<file path="config.mk">
export PLATFORM = sky130hd
export DESIGN_NAME = button_press_classifier
export DESIGN_NICKNAME = d
export VERILOG_FILES = /design/src/hw/rtl/bpc_pkg.sv /design/src/hw/rtl/bpc_eval.sv /design/src/hw/rtl/button_press_classifier.sv
export SDC_FILE = /design/constraint.sdc
export NUM_CORES = 1
export LEC_CHECK = 0
export BUFFER_PORTS_ARGS = -buffer_cell sky130_fd_sc_hd__buf_2
export CAP_MARGIN = 20
export CORE_AREA = 8 8 156 158
export CTS_CLUSTER_SIZE = 30
export DETAILED_ROUTE_END_ITERATION = 8
export DIE_AREA = 0 0 164 166
export GPL_ROUTABILITY_DRIVEN = 0
export PLACE_DENSITY = 0.71
export SLEW_MARGIN = 20
export SYNTH_ARGS = -nofsm -noshare
export SYNTH_HDL_FRONTEND = slang
export SYNTH_SLANG_ARGS = --single-unit
</file>
<file path="constraint.sdc">
create_clock -name i_clk -period 8.3 [get_ports i_clk]
set_input_delay 0.83 -clock i_clk [delete_from_list [all_inputs] [get_ports i_clk]]
set_output_delay 0.83 -clock i_clk [all_outputs]
set_load 0.02 [all_outputs]
</file>
<file path="src/hw/rtl/bpc_pkg.sv">
package bpc_pkg;

    // Configuration register indexes
    localparam int unsigned CfgIdxW = 3;
    typedef enum logic [CfgIdxW-1:0] {
        CFG_SHORT_TIME    = 3'd0,
        CFG_HOLD_TIME     = 3'd1,
        CFG_LONG_TIME     = 3'd2,
        CFG_SLOW_INTERVAL = 3'd3,
        CFG_FAST_INTERVAL = 3'd4,
        CFG_SLOW_REPEATS  = 3'd5
    } t_cfg_idx;

    // Reset values of the configuration registers
    localparam logic [15:0] RstShortTime    = 16'd10;
    localparam logic [15:0] RstHoldTime     = 16'd100;
    localparam logic [15:0] RstLongTime     = 16'd1000;
    localparam logic [15:0] RstSlowInterval = 16'd300;
    localparam logic [15:0] RstFastInterval = 16'd120;
    localparam logic [7:0]  RstSlowRepeats  = 8'd6;

    typedef struct packed {
        logic [15:0] short_time;
        logic [15:0] hold_time;
        logic [15:0] long_time;
        logic [15:0] slow_interval;
        logic [15:0] fast_interval;
        logic [7:0]  slow_repeats;
    } t_cfg;

    // Per-button tracking state
    typedef struct packed {
        logic        last_level;
        logic [31:0] press_start;
        logic        short_flag;
        logic        repeat_flag;
        logic        long_flag;
        logic [15:0] poll_count;
        logic [7:0]  repeats_done;
    } t_state;

    // One poll
    typedef struct packed {
        logic        pin_level;
        logic [31:0] now;
        logic        ack_short;
        logic        ack_repeat;
        logic        ack_long;
    } t_poll;

    // One result word
    typedef struct packed {
        logic short_event;
        logic repeat_event;
        logic long_event;
        logic held;
    } t_result;

endpackage

</file>
<file path="src/hw/rtl/bpc_eval.sv">
module bpc_eval
    import bpc_pkg::*;
(
    input  t_cfg    i_cfg,
    input  t_state  i_state,
    input  t_poll   i_poll,
    output t_state  o_state,
    output t_result o_result
);

    logic        rise;
    logic [31:0] start;
    logic [31:0] elapsed;
    logic [15:0] pc_inc;
    t_state      upd;

    // Press start and elapsed time, modulo 2^32
    assign rise    = i_poll.pin_level & ~i_state.last_level;
    assign start   = rise ? i_poll.now : i_state.press_start;
    assign elapsed = i_poll.now - start;
    assign pc_inc  = i_state.poll_count + 16'd1;

    // Flag and counter update for this poll
    always_comb begin
        upd             = i_state;
        upd.press_start = start;
        upd.last_level  = i_poll.pin_level;

        if (i_poll.pin_level && elapsed == {16'd0, i_cfg.short_time}) begin
            upd.short_flag = 1'b1;
        end

        if (i_poll.pin_level && elapsed > {16'd0, i_cfg.hold_time}) begin
            upd.poll_count = pc_inc;
            if (i_state.repeats_done < i_cfg.slow_repeats) begin
                if (pc_inc == i_cfg.slow_interval) begin
                    upd.repeat_flag  = 1'b1;
                    upd.poll_count   = '0;
                    upd.repeats_done = i_state.repeats_done + 8'd1;
                end
            end else if (pc_inc == i_cfg.fast_interval) begin
                upd.repeat_flag = 1'b1;
                upd.poll_count  = '0;
            end
        end else begin
            upd.poll_count   = '0;
            upd.repeats_done = '0;
            upd.repeat_flag  = 1'b0;
        end

        if (i_poll.pin_level && elapsed == {16'd0, i_cfg.long_time}) begin
            upd.long_flag = 1'b1;
        end
    end

    // Report flags before the acks clear them
    always_comb begin
        o_result.short_event  = upd.short_flag;
        o_result.repeat_event = upd.repeat_flag;
        o_result.long_event   = upd.long_flag;
        o_result.held         = i_poll.pin_level;

        o_state = upd;
        if (i_poll.ack_short) begin
            o_state.short_flag = 1'b0;
        end
        if (i_poll.ack_repeat) begin
            o_state.repeat_flag = 1'b0;
        end
        if (i_poll.ack_long) begin
            o_state.long_flag = 1'b0;
        end
    end

endmodule

</file>
<file path="src/hw/rtl/button_press_classifier.sv">
// Button press classifier: short press, long press and auto-repeat for one
// button, one poll per input word.
// Input channel: i_valid / o_stall with fields pin_level, now and three ack
// bits. Output channel: o_valid / i_stall carrying the event flags after the
// poll's update plus the sampled level. Config: i_cfg_valid / o_cfg_ready with
// a register index and 16-bit data (slow_repeats uses the low 8 bits).
// Pipeline: the poll register captures an accepted poll, the evaluation works
// on it combinationally and the result register captures its result word.
// Throughput: one poll per cycle while the receiver does not stall; the
// evaluation is a 32-bit subtract, a few compares and a 16-bit counter
// increment between the poll register and the result register.
// Reset (synchronous, active low) restores register defaults, clears all
// flags, counters and the press start, and empties both stages.
// When the receiver stalls, the result register holds; a pending poll then
// stalls the input side until the result is taken.
module button_press_classifier
    import bpc_pkg::*;
(
    input  logic                i_clk,
    input  logic                i_rst_n,
    // poll channel
    input  logic                i_valid,
    output logic                o_stall,
    input  logic                i_pin_level,
    input  logic [31:0]         i_now,
    input  logic                i_ack_short,
    input  logic                i_ack_repeat,
    input  logic                i_ack_long,
    // result channel
    output logic                o_valid,
    input  logic                i_stall,
    output logic                o_short_event,
    output logic                o_repeat_event,
    output logic                o_long_event,
    output logic                o_held,
    // configuration write
    input  logic                i_cfg_valid,
    output logic                o_cfg_ready,
    input  logic [CfgIdxW-1:0]  i_cfg_index,
    input  logic [15:0]         i_cfg_data
);

    t_cfg    r_cfg;
    t_state  r_st;
    t_state  n_st;
    t_poll   r_poll;
    logic    r_in_valid;
    t_result r_res;
    t_result n_res;
    logic    r_out_valid;
    logic    out_free;
    logic    eval_go;
    logic    in_go;

    // Handshake control
    assign out_free    = ~r_out_valid | ~i_stall;
    assign eval_go     = r_in_valid & out_free;
    assign o_stall     = r_in_valid & ~out_free;
    assign in_go       = i_valid & ~o_stall;
    assign o_cfg_ready = 1'b1;

    // Configuration registers
    always_ff @(posedge i_clk) begin
        if (!i_rst_n) begin
            r_cfg.short_time    <= RstShortTime;
            r_cfg.hold_time     <= RstHoldTime;
            r_cfg.long_time     <= RstLongTime;
            r_cfg.slow_interval <= RstSlowInterval;
            r_cfg.fast_interval <= RstFastInterval;
            r_cfg.slow_repeats  <= RstSlowRepeats;
        end else if (i_cfg_valid && o_cfg_ready) begin
            case (t_cfg_idx'(i_cfg_index))
                CFG_SHORT_TIME:    r_cfg.short_time    <= i_cfg_data;
                CFG_HOLD_TIME:     r_cfg.hold_time     <= i_cfg_data;
                CFG_LONG_TIME:     r_cfg.long_time     <= i_cfg_data;
                CFG_SLOW_INTERVAL: r_cfg.slow_interval <= i_cfg_data;
                CFG_FAST_INTERVAL: r_cfg.fast_interval <= i_cfg_data;
                CFG_SLOW_REPEATS:  r_cfg.slow_repeats  <= i_cfg_data[7:0];
                default: ;
            endcase
        end
    end

    // Poll register
    always_ff @(posedge i_clk) begin
        if (!i_rst_n) begin
            r_in_valid <= 1'b0;
        end else if (in_go) begin
            r_in_valid <= 1'b1;
        end else if (eval_go) begin
            r_in_valid <= 1'b0;
        end
    end

    always_ff @(posedge i_clk) begin
        if (in_go) begin
            r_poll.pin_level  <= i_pin_level;
            r_poll.now        <= i_now;
            r_poll.ack_short  <= i_ack_short;
            r_poll.ack_repeat <= i_ack_repeat;
            r_poll.ack_long   <= i_ack_long;
        end
    end

    // Evaluation of one poll
    bpc_eval u_eval (
        .i_cfg    (r_cfg),
        .i_state  (r_st),
        .i_poll   (r_poll),
        .o_state  (n_st),
        .o_result (n_res)
    );

    // Tracking state
    always_ff @(posedge i_clk) begin
        if (!i_rst_n) begin
            r_st <= '0;
        end else if (eval_go) begin
            r_st <= n_st;
        end
    end

    // Result register
    always_ff @(posedge i_clk) begin
        if (!i_rst_n) begin
            r_out_valid <= 1'b0;
        end else if (out_free) begin
            r_out_valid <= r_in_valid;
        end
    end

    always_ff @(posedge i_clk) begin
        if (eval_go) begin
            r_res <= n_res;
        end
    end

    assign o_valid        = r_out_valid;
    assign o_short_event  = r_res.short_event;
    assign o_repeat_event = r_res.repeat_event;
    assign o_long_event   = r_res.long_event;
    assign o_held         = r_res.held;

`ifndef NO_ASSERTIONS
    // Repeat flag only survives while the button stays down
    a_repeat_needs_level: assert property (@(posedge i_clk) disable iff (!i_rst_n)
        r_st.repeat_flag |-> r_st.last_level)
        else $error("repeat flag set with button released");

    // A reported repeat always comes with the button held
    a_repeat_held: assert property (@(posedge i_clk) disable iff (!i_rst_n)
        (o_valid && o_repeat_event) |-> o_held)
        else $error("repeat event without held level");

    // Rising edge captures the poll time as press start
    a_press_start: assert property (@(posedge i_clk) disable iff (!i_rst_n)
        (eval_go && r_poll.pin_level && !r_st.last_level)
        |=> (r_st.press_start == $past(r_poll.now)))
        else $error("press start not captured on rising edge");

    // Input side only stalls behind an occupied result register
    a_stall_cause: assert property (@(posedge i_clk) disable iff (!i_rst_n)
        o_stall |-> (r_out_valid && r_in_valid))
        else $error("input stalled with free result register");
`endif

endmodule
</file>
Word level (Yosys, flattened, before mapping)

Cells that the tools add are included.

Register bits after elaboration: 190
Input bits: 60

$add $sub $neg: 3
Magnitude comparators: 2
Equal/unequal tests: 11
Multiplexer cells: 17
Bitwise logic cells: 10
Reduce and logical (&&, ||, !) cells: 12

Operators with widths:

| cell                                                                   | number |
|---|---|
| 32-bit by 16-bit equality test with 1-bit output                       | 2 |
| 24-bit two-way mux                                                     | 2 |
| 16-bit equality test                                                   | 2 |
| 32-bit by 16-bit > comparator with 1-bit output                        | 1 |
| 16-bit two-way mux                                                     | 2 |
| 32-bit two-way mux                                                     | 1 |
| 32-bit subtractor                                                      | 1 |
| 16-bit by 1-bit adder with 16-bit output (second input constant)       | 1 |
| 2-bit AND reduction                                                    | 6 |
| 1-bit two-way mux                                                      | 11 |
| 8-bit by 1-bit adder with 8-bit output (second input constant)         | 1 |
| 8-bit < comparator                                                     | 1 |
| 8-bit two-way mux                                                      | 1 |
| 3-bit by 2-bit equality test with 1-bit output (second input constant) | 2 |
| 3-bit equality test (second input constant)                            | 2 |
| 1-bit NOT                                                              | 5 |
| 1-bit bitwise AND                                                      | 4 |
| 2-bit != test (second input constant)                                  | 2 |
| 3-bit by 1-bit equality test with 1-bit output (second input constant) | 1 |
| 1-bit logical AND                                                      | 3 |
| 3-bit logical NOT                                                      | 1 |
| 3-bit AND reduction                                                    | 1 |
| 2-bit nonzero test                                                     | 1 |
| 1-bit OR                                                               | 1 |

Logic depth before layout (Yosys ltp)

Depth in word-level cells: 8
Gate-level depth with buffers: 25
Mapped depth without buffers: 21

Modules after synthesis

From an unflattened synthesis, not the netlist that was laid out.

Cell total of the unflattened synthesis: 1399
Area total of the unflattened synthesis: 12335.6 sq um

By module, submodules not included:

| module                  | times used | cells each | area an instance (sq um) |
|---|---|---|---|
| button_press_classifier | 1          | 630        | 6964.2 |
| bpc_eval                | 1          | 769        | 5371.4 |

Least setup slack after synthesis

OpenSTA, ideal clock, no wires.

Kind: reg2reg
Start point: register r_poll[35] (netlist bit)
End point: register r_st[15] (netlist bit)
Setup time: 0.122 ns
Arrival: 4.671 ns
Required time: 8.178 ns
Setup slack: 3.507 ns
Cell stages (with the launch flop): 25
Buffers on the path: 6
Period minus slack after synthesis: 4.793 ns
Path through: edfxtp_1 and2b_1 buf_4 buf_2 buf_1 clkbuf_1 mux2i_1 ha_1 buf_2 and3_1 nor2_1 o21ai_0 a21oi_1 xnor2_1 ha_1 a21o_1 a21o_1 a21oi_1 o21ai_0 a21oi_1 a21o_1 a31o_2 buf_6 nor2_2 a221o_1

Word-level cells in the longest chain between the ends: 6

RTL lines:

| element                                         | RTL line                       | RTL |
|---|---|---|
| start, declared                                 | button_press_classifier.sv:46  | `t_poll r_poll;` |
| 1-bit bitwise AND                               | bpc_eval.sv:18                 | `assign rise = i_poll.pin_level & ~i_state.last_level;` |
| 32-bit two-way mux                              | bpc_eval.sv:19                 | `assign start = rise ? i_poll.now : i_state.press_start;` |
| 32-bit subtractor                               | bpc_eval.sv:20                 | `assign elapsed = i_poll.now - start;` |
| 32-bit by 16-bit > comparator with 1-bit output | bpc_eval.sv:33                 | `if (i_poll.pin_level && elapsed > {16'd0, i_cfg.hold_time}) begin` |
| 1-bit logical AND (*)                           | bpc_eval.sv:33                 |  |
| 24-bit two-way mux (*)                          | bpc_eval.sv:33                 |  |
| end signal, assigned                            | button_press_classifier.sv:119 | `r_st <= n_st;` |
| end, declared                                   | button_press_classifier.sv:44  | `t_state r_st;` |

Every way passes the cells marked *; elsewhere a longest branch is shown, timed or not.
A chain may end at the register's enable or synchronous reset.

==> impl_metrics.py <==
metrics = {
    "min_path": {
        "hp-class": "reg -> reg",
        "min_from": "r_st[50]",
    },
    "setup_path": {
        "crit_type": "reg -> reg",
        "reg2reg_from": "r_poll[35]",
        "r2r_slack_ns": 3.22,
        "worstSetupEndpointType": "register",
        "worstPathBufferInverterCount": 2,
        "startpoint": "r_poll[35]",
        "cpMaxStageDelayCell": "a311oi_1",
        "critPathLaunchType": "register",
        "crit_arrival_ns": 5.45,
        "crit_path_max_incr_delay_ns": 0.61,
        "cp_data_required_time_ns": 8.67,
        "critical_path.top_delay_family": "compound AO/OA/AOI/OAI gates",
        "crit_chain": "nand2b_1 > buf_4 > nand2_1 > o21ai_0 > ha_1 > inv_1 > ha_1 > a31oi_1 > o211ai_1 > nand2_1 > nor3_1 > a311oi_1 > ha_1 > a21o_1 > a21o_1 > a21oi_1 > o21ai_0 > a21oi_1 > a21o_1 > a31oi_1 > nand2_1 > o21ai_0",
        "cp_max_fo": 27,
    },
    "synth": {
        "synth_top_family_by_area": "simple AND/OR/NAND/NOR gates",
        "synthFlopType": "dfxtp_1",
        "synth-compound-area-share": 0.1981,
        "synth_nets": 1442,
        "synth_fa_ha_area_frac": 0.05370,
        "synth_seq_area_share": 0.3721,
        "async_flop_share": 0,
        "synth_edf_count": 40,
        "synth_cells": 1336,
        "ys_ff_latch": 190,
        "synth_area_sq_mm": 0.01130,
        "post-synth-top-area-cell": "dfxtp_1",
        "synth_mux_area_frac": 0.02226,
        "syn_area_per_cell_sq_um": 8.458,
        "yosys_warnings": 0,
        "synthXorXnorAreaFrac": 0.09168,
        "yosys.area_share.simple": 0.2218,
        "synth_area_leaders": "dfxtp_1, edfxtp_1, nand2_1, a21boi_0, ha_1",
        "synth.distinct_cells": 85,
        "synth_top_area_frac": 0.2658,
    },
    "floorplanning": {
        "dieWidth_um": 164,
        "initial_core_util": 0.5115,
        "num_rows": 55,
        "core-area_sq_mm": 0.02209,
        "die_y_um": 166,
        "ios": 67,
        "dieArea_sq_mm": 0.02722,
    },
    "route": {
        "num_vias": 9531,
        "drt_iter0_markers": 778,
        "wl_um": 28540,
        "drc_errors": 0,
        "detail-route-antenna-nets": 0,
        "wl_per_cell_um": 17.16,
        "dr.pass1.iters": 5,
        "via_per_inst": 5.731,
    },
    "power_and_ir_drop": {
        "p_leak_nw": 4.874,
        "p_total_w": 0.002312,
        "p_int_w": 0.001640,
        "seq_power_share": 0.431,
        "power_frac_comb": 0.203,
        "p_clk_frac": 0.365,
        "max-vdd-ir-drop_mv": 0.1347,
        "swShare": 0.2906,
        "power.switching_w": 0.0006717,
        "power_density_mw_per_mm2": 186.6,
    },
    "clock_tree": {
        "cts_max_level": 4,
        "cts_root_buf": "clkbuf_16",
        "cts_tree": "yes",
        "path_clk_slew_ns": 0.07,
        "clockBufferDepth": 2,
        "numCtsBuffers": 17,
        "post_cts_buffers": 0,
        "clk_latency_ns": 0.44,
        "post_cts_resized": 0,
        "hold_buffers": 0,
        "clock-sinks": 190,
    },
    "sta": {
        "fin_ws_ns": 3.215,
        "slew_viol_final": 0,
        "hold_viol": 0,
        "setup_viol": 0,
        "skew_ns": 0.01392,
        "rsz0062_at_grt": "no",
        "period_needed_ns": 5.085,
        "post-route-period-util": 0.6126,
        "fmax_mhz": 196.7,
        "tightest_slew_ns": 1.028,
        "slew_headroom": 0.3135,
        "tns_ns": 0,
    },
    "finish": {
        "final_cell_mix": "nand2_1, dfxtp_1, a21boi_0",
        "nNetsFinal": 1471,
        "final_common_cell": "nand2_1",
        "n_antenna_cell": 0,
        "multi_input_area_sq_mm": 0.006661,
        "drive_gt1_frac": 0.09579,
        "fillers": 1977,
        "final_core_util": 0.5607,
        "area_growth_pct": 9.623,
        "final_cells": 1663,
        "regArea_sq_mm": 0.004204,
    },
    "global_route": {
        "track_usage": 0.2106,
        "antenna_found_initial": 0,
        "grt-ovfl-total": 0,
        "grt_pass1_wl_um": 46400,
        "grt_max_degree": 102,
        "grt_pass1_vias": 9118,
    },
    "place": {
        "portBuffers": 65,
        "place_worst_setup_slack_ns": 3.341,
        "place_hpwl_um": 20680,
        "dp_cells": 1631,
    },
    "run": {
        "cap_violations": 0,
    },
    "run_status": {
        "outcome": "finished, final reports clean",
    },
}
-- layer usage --
metal | global-route usage | wire length (um) | up-vias
li1 | - | - | 4742
met1 | 0.2679 | 12700 | 4497
met2 | 0.3569 | 14100 | 250
met3 | 0.03867 | 1202 | 42
met4 | 0.05852 | 540 | 0
met5 | 0 | 0 | -
-- cells by family (layout without fill, tap and decap cells) --
kind of cell / Yosys count / after routing
other cells: 1 / 1
fa+ha+maj: 49 / 49
buf+inv: 111 / 153
compound gates: 309 / 309
xor+xnor: 112 / 112
simple gates: 539 / 539
mux: 25 / 25
flops: 190 / 190
-- through the flow --
| stage | hold WS, ns | instance area, sq um |
|---|---|---|
| floorplan | 0.4428 | 11300 |
| global placement | 0.4518 | 11790 |
| detailed placement | 0.4576 | 11790 |
| CTS | 0.4668 | 12380 |
| global route | 0.4900 | 12390 |
| finish | 0.4648 | 12390 |
-- cells in the mapped netlist, types with 8 or more instances --
cell      count
inv_1        47
mux2i_1      24
a31oi_1       9
nor2b_1      12
a21boi_0     90
o21ai_0      43
nand2_1     298
ha_1         46
nor4_1       15
xnor2_1      57
and3_1       15
xor2_1       51
nand3_1      51
nand2b_1     26
a21oi_1      44
and2_1       10
o211ai_1     11
nor3_1       18
dfxtp_1     150
a21o_1       19
o211a_1      12
o21a_1        8
buf_2        10
edfxtp_1     40
clkbuf_1     44
nand4_1      14
nor2_1       44
-- flip-flops by register name (all words and copies together), names as in the netlist --
register / flops
r_st: 60
r_cfg: 88
o_held: 1
o_repeat_event: 1
r_in_valid: 1
o_long_event: 1
o_short_event: 1
o_valid: 1
r_poll: 36
-- worst reg2reg max path: cells and delay by family (launching register included) --
kind,cells,cell delay [ns]
compound gates,12,2.64
simple gates,5,0.80
fa+ha+maj,3,0.75
flops,1,0.49
buf+inv,2,0.35
-- area by class of cell --
class	instances	area share
Tap cell	285	0.02879
Clock buffer	25	0.04010
Multi-Input combinational cell	1035	0.5378
Timing Repair Buffer	73	0.03131
Sequential cell	190	0.3394
Clock inverter	7	0.008081
Inverter	48	0.01455
-- path summary, 6_finish.rpt --
path / depth (start not counted) / to
worst min register to register: 2 / r_st[50]
worst min-delay path: 2 / r_st[50]
worst max register to register: 22 / r_st[22]
worst max-delay path: 22 / r_st[22]
-- power groups by stage --
stage | Sequential (W) | Clock, W | Combinational [W]
finish | 0.000997 | 0.000845 | 0.000470
CTS | 0.000997 | 0.000857 | 0.000465
floorplan | 0.00101 | 0 | 0.000350
detailed placement | 0.00102 | 0 | 0.000460
global placement | 0.00102 | 0 | 0.000455
global route | 0.00100 | 0.000897 | 0.000517
Note: power is estimated with default switching activity, not from simulation.
